### config.mk
export PLATFORM = sky130hd
export DESIGN_NAME = keyframe_vec2_interpolator_core
export DESIGN_NICKNAME = d
export VERILOG_FILES = /design/src/kvi_pkg.sv /design/src/kvi_ram.sv /design/src/kvi_mul.sv /design/src/kvi_div.sv /design/src/keyframe_vec2_interpolator_core.sv
export VERILOG_INCLUDE_DIRS = /design/src /design/src/src
export SDC_FILE = /design/constraint.sdc
export NUM_CORES = 2
export LEC_CHECK = 0
export BUFFER_PORTS_ARGS = -buffer_cell sky130_fd_sc_hd__buf_2
export CAP_MARGIN = 20
export CELL_PAD_IN_SITES_DETAIL_PLACEMENT = 0
export CELL_PAD_IN_SITES_GLOBAL_PLACEMENT = 1
export CORE_MARGIN = 10
export CORE_UTILIZATION = 45
export CTS_CLUSTER_DIAMETER = 80
export CTS_CLUSTER_SIZE = 28
export DETAILED_ROUTE_END_ITERATION = 16
export GPL_ROUTABILITY_DRIVEN = 0
export PLACE_DENSITY_LB_ADDON = 0.1
export SETUP_SLACK_MARGIN = 0.4
export SKIP_LAST_GASP = 1
export SLEW_MARGIN = 40
export SYNTH_ARGS = -nofsm -noshare
export SYNTH_HDL_FRONTEND = slang
export SYNTH_HIERARCHICAL = 1
export SYNTH_SLANG_ARGS = --single-unit
### constraint.sdc
create_clock -name clk -period 9.3 [get_ports clk]
set_input_delay 1.86 -clock clk [delete_from_list [all_inputs] [get_ports clk]]
set_output_delay 1.86 -clock clk [all_outputs]
set_load 0.01 [all_outputs]
### src/keyframe_vec2_interpolator_core_macros.svh
// Assertion helpers shared by the keyframe interpolator RTL.
`ifndef KEYFRAME_VEC2_INTERPOLATOR_CORE_MACROS_SVH
`define KEYFRAME_VEC2_INTERPOLATOR_CORE_MACROS_SVH

// The consequent must hold in the same cycle as the antecedent.
`define KVI_ASSERT_IMP(label, clk, rst, ante, cons) \
  label: assert property (@(posedge clk) disable iff (rst) (ante) |-> (cons)) \
    else $error("keyframe interpolator: same-cycle check failed");

// The consequent must hold in the cycle after the antecedent.
`define KVI_ASSERT_NXT(label, clk, rst, ante, cons) \
  label: assert property (@(posedge clk) disable iff (rst) (ante) |=> (cons)) \
    else $error("keyframe interpolator: next-cycle check failed");

`endif

### src/kvi_pkg.sv
package kvi_pkg;

  localparam int MAX_KEYS = 16;
  localparam int IDX_W    = $clog2(MAX_KEYS);
  localparam int CNT_W    = $clog2(MAX_KEYS + 1);
  localparam int DATA_W   = 32;

  // Fraction is unsigned Q0.16 plus one integer bit so that 1.0 fits.
  localparam int QUO_BITS = 16;
  localparam int STEP_W   = $clog2(QUO_BITS);
  localparam int FRAC_W   = QUO_BITS + 1;
  localparam logic [FRAC_W-1:0] FRAC_ONE = FRAC_W'(1) << QUO_BITS;

  // Shared multiplier operand and product widths.
  localparam int MUL_A_W = DATA_W + 2;
  localparam int MUL_B_W = FRAC_W + 2;
  localparam int MUL_P_W = MUL_A_W + MUL_B_W;

  localparam logic MODE_LOAD = 1'b0;
  localparam logic MODE_EVAL = 1'b1;

  typedef struct packed {
    logic              ease;
    logic [DATA_W-1:0] y;
    logic [DATA_W-1:0] x;
    logic [DATA_W-1:0] t;
  } key_t;

  localparam int KEY_W = $bits(key_t);

  typedef struct packed {
    logic              start;
    logic [DATA_W-1:0] num;
    logic [DATA_W-1:0] den;
  } div_req_t;

  typedef struct packed {
    logic signed [MUL_A_W-1:0] a;
    logic signed [MUL_B_W-1:0] b;
  } mul_op_t;

endpackage

### src/kvi_ram.sv
module kvi_ram #(
  parameter int WIDTH = 8,
  parameter int DEPTH = 16
) (
  input  logic                     clk,
  input  logic                     we,
  input  logic [$clog2(DEPTH)-1:0] waddr,
  input  logic [WIDTH-1:0]         wdata,
  input  logic [$clog2(DEPTH)-1:0] raddr,
  output logic [WIDTH-1:0]         rdata
);

  logic [WIDTH-1:0] mem [DEPTH];

  always_ff @(posedge clk) begin
    if (we) begin
      mem[waddr] <= wdata;
    end
    rdata <= mem[raddr];
  end

endmodule

### src/kvi_mul.sv
module kvi_mul (
  input  logic                                 clk,
  input  kvi_pkg::mul_op_t                     op,
  output logic signed [kvi_pkg::MUL_P_W-1:0]   prod
);

  logic signed [kvi_pkg::MUL_P_W-1:0] a_ext;
  logic signed [kvi_pkg::MUL_P_W-1:0] b_ext;

  always_comb begin
    a_ext = kvi_pkg::MUL_P_W'(op.a);
    b_ext = kvi_pkg::MUL_P_W'(op.b);
  end

  always_ff @(posedge clk) begin
    prod <= a_ext * b_ext;
  end

endmodule

### src/kvi_div.sv
module kvi_div (
  input  logic                          clk,
  input  logic                          rst,
  input  kvi_pkg::div_req_t             req,
  output logic                          done,
  output logic [kvi_pkg::QUO_BITS-1:0]  quot
);

  logic [kvi_pkg::DATA_W-1:0] rem;
  logic [kvi_pkg::DATA_W-1:0] den;
  logic [kvi_pkg::STEP_W-1:0] step;
  logic                       running;
  logic [kvi_pkg::DATA_W:0]   rem_sh;
  logic [kvi_pkg::DATA_W:0]   rem_sub;
  logic                       take;

  // Restoring division of num * 2^16 by den; the caller guarantees num < den.
  always_comb begin
    rem_sh  = {rem, 1'b0};
    rem_sub = rem_sh - {1'b0, den};
    take    = rem_sh >= {1'b0, den};
  end

  always_ff @(posedge clk) begin
    if (rst) begin
      running <= 1'b0;
      done    <= 1'b0;
      step    <= '0;
    end else begin
      done <= 1'b0;
      if (req.start) begin
        running <= 1'b1;
        step    <= '0;
        rem     <= req.num;
        den     <= req.den;
      end else if (running) begin
        rem  <= take ? rem_sub[kvi_pkg::DATA_W-1:0] : rem_sh[kvi_pkg::DATA_W-1:0];
        quot <= {quot[kvi_pkg::QUO_BITS-2:0], take};
        step <= step + 1'b1;
        if (step == kvi_pkg::STEP_W'(kvi_pkg::QUO_BITS - 1)) begin
          running <= 1'b0;
          done    <= 1'b1;
        end
      end
    end
  end

endmodule

### src/keyframe_vec2_interpolator_core.sv
// Channel   | Signals                                            | Handshake
// ----------+----------------------------------------------------+-----------------------
// command   | mode entry_index entry_time entry_x entry_y        | start high, busy low
//           | entry_ease query_time                              |
// result    | result_x result_y segment                          | done, one cycle only
// config    | cfg_data (key_count)                               | cfg_valid and cfg_ready
//
// A load takes effect at its transfer edge and leaves busy low.
// An evaluate keeps busy high through the scan state, which steps past each key passed,
// a setup state, the divider when the query falls inside a segment, the smoothstep
// states (square, cube, ease) when the segment eases, then the blend states (x, y, finish).
// Results cannot be stalled: done rises as busy falls, and a new command may be
// transferred in that cycle. Reset sets key_count to 1; the key RAM is not cleared.
`include "keyframe_vec2_interpolator_core_macros.svh"

module keyframe_vec2_interpolator_core (
  input  logic                                clk,
  input  logic                                rst,
  input  logic                                start,
  output logic                                busy,
  input  logic                                mode,
  input  logic [kvi_pkg::IDX_W-1:0]           entry_index,
  input  logic [kvi_pkg::DATA_W-1:0]          entry_time,
  input  logic signed [kvi_pkg::DATA_W-1:0]   entry_x,
  input  logic signed [kvi_pkg::DATA_W-1:0]   entry_y,
  input  logic                                entry_ease,
  input  logic [kvi_pkg::DATA_W-1:0]          query_time,
  input  logic                                cfg_valid,
  output logic                                cfg_ready,
  input  logic [kvi_pkg::CNT_W-1:0]           cfg_data,
  output logic                                done,
  output logic signed [kvi_pkg::DATA_W-1:0]   result_x,
  output logic signed [kvi_pkg::DATA_W-1:0]   result_y,
  output logic [kvi_pkg::IDX_W-1:0]           segment
);

  typedef enum logic [3:0] {
    ST_IDLE,
    ST_SCAN,
    ST_DIFF,
    ST_DIV,
    ST_SQ,
    ST_CUBE,
    ST_EASE,
    ST_BLX,
    ST_BLY,
    ST_FINISH
  } state_t;

  state_t state;

  logic [kvi_pkg::CNT_W-1:0]  key_count;
  logic [kvi_pkg::CNT_W-1:0]  n_clamp;
  logic [kvi_pkg::CNT_W-1:0]  n_keys;
  logic [kvi_pkg::CNT_W-1:0]  scan_idx;
  logic [kvi_pkg::CNT_W-1:0]  scan_dec;
  logic [kvi_pkg::DATA_W-1:0] q_time;
  logic [kvi_pkg::DATA_W-1:0] t_lo;
  logic [kvi_pkg::DATA_W-1:0] x_lo;
  logic [kvi_pkg::DATA_W-1:0] y_lo;
  logic [kvi_pkg::DATA_W-1:0] x_hi;
  logic [kvi_pkg::DATA_W-1:0] y_hi;
  logic                       ease_lo;
  logic                       use_div;
  logic [kvi_pkg::IDX_W-1:0]  seg;
  logic [kvi_pkg::DATA_W:0]   dx;
  logic [kvi_pkg::DATA_W:0]   dy;
  logic [kvi_pkg::FRAC_W-1:0] frac;
  logic [kvi_pkg::FRAC_W:0]   ease_g;

  logic                       cmd_xfer;
  logic                       ram_we;
  kvi_pkg::key_t              ram_wkey;
  logic [kvi_pkg::IDX_W-1:0]  ram_raddr;
  logic [kvi_pkg::KEY_W-1:0]  ram_rdata;
  kvi_pkg::key_t              rd_key;
  logic                       scan_end;
  logic                       scan_pass;

  kvi_pkg::div_req_t                  div_req;
  logic                               div_done;
  logic [kvi_pkg::QUO_BITS-1:0]       div_quot;
  kvi_pkg::mul_op_t                   mul_op;
  logic signed [kvi_pkg::MUL_P_W-1:0] mul_prod;

  assign busy      = (state != ST_IDLE);
  assign cfg_ready = 1'b1;
  assign cmd_xfer  = start && !busy;
  assign ram_we    = cmd_xfer && (mode == kvi_pkg::MODE_LOAD);
  assign rd_key    = kvi_pkg::key_t'(ram_rdata);
  assign scan_end  = (scan_idx == n_keys);
  assign scan_pass = (q_time >= rd_key.t);
  assign scan_dec  = scan_idx - 1'b1;

  always_comb begin
    ram_wkey.ease = entry_ease;
    ram_wkey.y    = entry_y;
    ram_wkey.x    = entry_x;
    ram_wkey.t    = entry_time;
  end

  always_comb begin
    if (key_count == '0) begin
      n_clamp = kvi_pkg::CNT_W'(1);
    end else if (key_count > kvi_pkg::CNT_W'(kvi_pkg::MAX_KEYS)) begin
      n_clamp = kvi_pkg::CNT_W'(kvi_pkg::MAX_KEYS);
    end else begin
      n_clamp = key_count;
    end
  end

  // The read port runs one key ahead of the compare, so each scan cycle retires a key.
  always_comb begin
    if (state == ST_SCAN) begin
      ram_raddr = scan_idx[kvi_pkg::IDX_W-1:0] + 1'b1;
    end else begin
      ram_raddr = '0;
    end
  end

  // The divider only runs when the query falls inside a segment: at or past its lower key, before its upper key.
  always_comb begin
    div_req.start = (state == ST_SCAN) && !scan_end && !scan_pass && (scan_idx != '0);
    div_req.num   = q_time - t_lo;
    div_req.den   = rd_key.t - t_lo;
  end

  assign ease_g = (kvi_pkg::FRAC_W + 1)'(3) * {1'b0, kvi_pkg::FRAC_ONE} - {frac, 1'b0};

  always_comb begin
    mul_op.a = '0;
    mul_op.b = '0;
    unique case (state)
      ST_SQ: begin
        mul_op.a = kvi_pkg::MUL_A_W'(frac);
        mul_op.b = kvi_pkg::MUL_B_W'(frac);
      end
      ST_CUBE: begin
        mul_op.a = kvi_pkg::MUL_A_W'(mul_prod[kvi_pkg::DATA_W:0]);
        mul_op.b = kvi_pkg::MUL_B_W'(ease_g);
      end
      ST_BLX: begin
        mul_op.a = kvi_pkg::MUL_A_W'(signed'(dx));
        mul_op.b = kvi_pkg::MUL_B_W'(frac);
      end
      ST_BLY: begin
        mul_op.a = kvi_pkg::MUL_A_W'(signed'(dy));
        mul_op.b = kvi_pkg::MUL_B_W'(frac);
      end
      default: begin
        mul_op.a = '0;
        mul_op.b = '0;
      end
    endcase
  end

  kvi_ram #(
    .WIDTH (kvi_pkg::KEY_W),
    .DEPTH (kvi_pkg::MAX_KEYS)
  ) u_key_ram (
    .clk   (clk),
    .we    (ram_we),
    .waddr (entry_index),
    .wdata (ram_wkey),
    .raddr (ram_raddr),
    .rdata (ram_rdata)
  );

  kvi_div u_div (
    .clk  (clk),
    .rst  (rst),
    .req  (div_req),
    .done (div_done),
    .quot (div_quot)
  );

  kvi_mul u_mul (
    .clk  (clk),
    .op   (mul_op),
    .prod (mul_prod)
  );

  always_ff @(posedge clk) begin
    if (rst) begin
      state     <= ST_IDLE;
      key_count <= kvi_pkg::CNT_W'(1);
      done      <= 1'b0;
    end else begin
      done <= 1'b0;
      if (cfg_valid && cfg_ready) begin
        key_count <= cfg_data;
      end
      unique case (state)
        ST_IDLE: begin
          if (cmd_xfer && (mode == kvi_pkg::MODE_EVAL)) begin
            q_time   <= query_time;
            n_keys   <= n_clamp;
            scan_idx <= '0;
            state    <= ST_SCAN;
          end
        end
        ST_SCAN: begin
          if (scan_end) begin
            // Query at or past the last key: hold the last value.
            x_hi    <= x_lo;
            y_hi    <= y_lo;
            seg     <= scan_dec[kvi_pkg::IDX_W-1:0];
            use_div <= 1'b0;
            state   <= ST_DIFF;
          end else if (scan_pass) begin
            t_lo     <= rd_key.t;
            x_lo     <= rd_key.x;
            y_lo     <= rd_key.y;
            ease_lo  <= rd_key.ease;
            scan_idx <= scan_idx + 1'b1;
          end else if (scan_idx == '0) begin
            // Query before the first key: both ends collapse onto key 0.
            x_lo    <= rd_key.x;
            y_lo    <= rd_key.y;
            x_hi    <= rd_key.x;
            y_hi    <= rd_key.y;
            ease_lo <= rd_key.ease;
            seg     <= '0;
            use_div <= 1'b0;
            state   <= ST_DIFF;
          end else begin
            x_hi    <= rd_key.x;
            y_hi    <= rd_key.y;
            seg     <= scan_dec[kvi_pkg::IDX_W-1:0];
            use_div <= 1'b1;
            state   <= ST_DIFF;
          end
        end
        ST_DIFF: begin
          dx   <= {x_hi[kvi_pkg::DATA_W-1], x_hi} - {x_lo[kvi_pkg::DATA_W-1], x_lo};
          dy   <= {y_hi[kvi_pkg::DATA_W-1], y_hi} - {y_lo[kvi_pkg::DATA_W-1], y_lo};
          frac <= kvi_pkg::FRAC_ONE;
          if (use_div) begin
            state <= ST_DIV;
          end else if (ease_lo) begin
            state <= ST_SQ;
          end else begin
            state <= ST_BLX;
          end
        end
        ST_DIV: begin
          if (div_done) begin
            frac  <= {1'b0, div_quot};
            state <= ease_lo ? ST_SQ : ST_BLX;
          end
        end
        ST_SQ: begin
          state <= ST_CUBE;
        end
        ST_CUBE: begin
          state <= ST_EASE;
        end
        ST_EASE: begin
          // f^2 * (3 - 2f) scaled down by 2^32 and truncated gives the eased fraction.
          frac  <= mul_prod[kvi_pkg::FRAC_W + 2 * kvi_pkg::QUO_BITS - 1:2 * kvi_pkg::QUO_BITS];
          state <= ST_BLX;
        end
        ST_BLX: begin
          state <= ST_BLY;
        end
        ST_BLY: begin
          result_x <= x_lo + mul_prod[kvi_pkg::DATA_W + kvi_pkg::QUO_BITS - 1:kvi_pkg::QUO_BITS];
          state    <= ST_FINISH;
        end
        ST_FINISH: begin
          result_y <= y_lo + mul_prod[kvi_pkg::DATA_W + kvi_pkg::QUO_BITS - 1:kvi_pkg::QUO_BITS];
          segment  <= seg;
          done     <= 1'b1;
          state    <= ST_IDLE;
        end
        default: begin
          state <= ST_IDLE;
        end
      endcase
    end
  end

  `KVI_ASSERT_NXT(a_finish_gives_done, clk, rst, state == ST_FINISH, done)
  `KVI_ASSERT_NXT(a_done_single_cycle, clk, rst, done, !done)
  `KVI_ASSERT_IMP(a_scan_in_range, clk, rst, state == ST_SCAN, scan_idx <= n_keys)
  `KVI_ASSERT_IMP(a_segment_in_use, clk, rst, done, {1'b0, segment} < n_keys)
  `KVI_ASSERT_NXT(a_load_stays_idle, clk, rst, cmd_xfer && (mode == kvi_pkg::MODE_LOAD),
                  state == ST_IDLE)

endmodule

==> summary.txt <==
Run status
  • Status: completed

Timing
  • Skew final: 0.09018 ns
  • Relative max-transition margin: 37.94%
  • Setup TNS: 0 ns
  • Final period utilization: 93.10%
  • Final Hold Vio Count: 0
  • Tmin final: 8.659 ns
  • RSZ-0062 raised after global routing: true
  • Setup violators final: 0
  • F_max: 0.1155 GHz
  • Setup WS post-layout: 0.6413 ns
  • Final Slew Violations: 0
  • Worst-Margin Slew: 0.9310 ns
  • Hold slack final: 0.4324 ns

Detailed routing
  • Initial DRC Count: 5478
  • Drt total wl: 302400 um
  • Wire length per cell: 26.71 um
  • Vias: 63777
  • DRC: 0
  • Vias per cell: 5.633
  • First-pass iteration count of the detailed router: 7
  • Final ANT Viol Nets: 0

Placed design
  • Pre-CTS setup slack: 0.4110 ns
  • Port-buffer cells: 212
  • Placed cells: 11091
  • DPL Wire Length: 204900 um
  • Placed inst area: 117100 um2

Floorplan
  • I/O pin cnt: 214
  • Die H: 517.6 um
  • Initial Utilization: 45.27%
  • Die width: 517.6 um
  • Core area: 246200 um2
  • Die area: 267900 um2
  • Std cell rows: 182

Clock tree
  • Clk buf depth: 3
  • Worst-Skew Late Latency: 0.83 ns
  • Clk sink count: 2153
  • Clock root buffer: clkbuf_16
  • Reg clk slew, reported paths: 0.11 ns
  • H-tree Lvls: 3
  • Number of CTS-inserted buffers: 112
  • CTS tree: built

GRT
  • Global route overflow: 0
  • Initial antenna violation count: 60
  • Vias in the first global route: 66060
  • Global-route usage over all layers: 22.23%
  • First-pass GRT wire length: 450300 um
  • Pin count of the biggest net entering global routing: 130

Worst hold path
  • Hold path startpoint: seg[2]
  • Hold Path Class: flip-flop to flip-flop
  • Min-Delay Endpoint: segment[2]
  • Worst Hold Depth: 0

Finish
  • Final #Nets: 9054
  • Fin area: 121500 um2
  • Layout cell share with drive strength beyond 1: 13.51%
  • Final core occ: 49.34%
  • Layout area overhead: 8.988%
  • Non-Filler Instances: 11323

Critical path
  • Worst Setup End Kind: flip-flop
  • CP Data Required Time: 9.98 ns
  • Worst r2r src: frac[1]
  • Worst Reg-to-Reg Cells: 28
  • Crit start category: flip-flop
  • Reg-to-Reg End: u_mul/prod[47]
  • Critical Path AT: 9.33 ns
  • Most used cell, CP: fa_1
  • Largest stage delay, worst path: 0.55 ns
  • CP Class: flip-flop to flip-flop
  • Max FO, Critical Path: 6
  • Slowest-stage cell, CP: fa_1
  • Reg2Reg Setup Slack: 0.64 ns

Yosys
  • Synthesized area per cell: 14.43 um2
  • Cell count after synthesis: 7721
  • Yosys warns: 6
  • Post-Syn Area: 111400 um2

Pwr
  • Leakage: 45.13 nW
  • VDD IR max: 0.0001790 V
  • Pwr Total: 24.90 mW
  • Pwr/cell area: 205.0 nW/um2

Flow run
  • Maxcap violations: 0
[how the worst max path moves through the flow]
| stage | startpoint | end | slack, ns | cells after the start |
|---|---|---|---|---|
| finish | frac[1] | u_mul/prod[47] | 0.64 | 28 |
| global route | frac[1] | u_mul/prod[46] | 0.33 | 28 |
| CTS | state[1] | u_mul/prod[42] | 0.40 | 26 |
| detailed placement | frac[1] | u_mul/prod[46] | 0.41 | 28 |
| global placement | frac[1] | u_mul/prod[46] | 0.45 | 28 |
| floorplan | rst | dx[0] | 0.48 | 1 |
[registers in the layout, indices dropped and copies added, names as in the netlist, 5 cells and up]
signal / flops
frac: 17
y_lo: 32
u_key_ram/rdata: 97
n_keys: 5
x_lo: 32
key_count: 5
u_div/rem: 32
u_mul/prod: 49
u_div/quot: 16
x_hi: 32
result_x: 32
u_div/den: 32
u_key_ram/mem: 1552
dx: 33
q_time: 32
scan_idx: 5
dy: 33
t_lo: 32
result_y: 32
y_hi: 32
[critical path, delay by kind of cell (launching register included)]
kind / cells / cell delay [ns]
simple gates: 10 / 2.57
xor+xnor: 1 / 0.14
fa+ha+maj: 8 / 3.69
buf+inv: 2 / 0.11
flops: 1 / 0.45
compound gates: 7 / 1.56
[per-layer routing]
layer | up-vias | track usage [%] | routed length, um
li1 | 28365 | - | -
met1 | 33410 | 32.22 | 136500
met2 | 1636 | 35.85 | 142200
met3 | 322 | 3.084 | 16370
met4 | 44 | 4.976 | 7031
met5 | - | 0 | 285
[power breakdown]
part	internal, mW	switching, mW	total [mW]
Clock	2.46	3.44	5.90
Combinational	2.73	4.25	6.98
Sequential	11.5	0.508	12.0
Total	16.7	8.20	24.9
[cell usage in the layout, fill, tap and decap left out, drive strengths merged, types with 46 or more instances in the layout]
cell    instances
edfxtp       1991
inv           840
nand2         714
fa            608
ha            395
mux4          388
buf           384
and2          324
a21oi         238
nor2          221
o21ai         211
a22oi         195
dfxtp         162
xnor2         144
clkbuf        141
a21o          123
xor2           88
nor2b          69
nor3           67
nand3          51
nand2b         47
a31oi          46
[repair_timing]
item	CTS	global route
resized for setup	4	42
gates cloned	0	3
setup buffers	0	8
hold buffers	0	0
pin swaps	0	10
endpoints found under the setup margin	2	12
endpoints found under the hold margin	0	0
[cell type report]
| type | instances | area, um2 |
|---|---|---|
| clock inverter | 63 | 992.2 |
| fill | 21143 | 124700 |
| tap | 3312 | 4144 |
| clock buffer | 139 | 2904 |
| timing repair buffer | 386 | 2861 |
| multi-input combinational | 4443 | 44430 |
| inverter | 812 | 3050 |
| sequential | 2153 | 63030 |
| antenna | 15 | 37.54 |
Power figures use the tool's default switching activity.
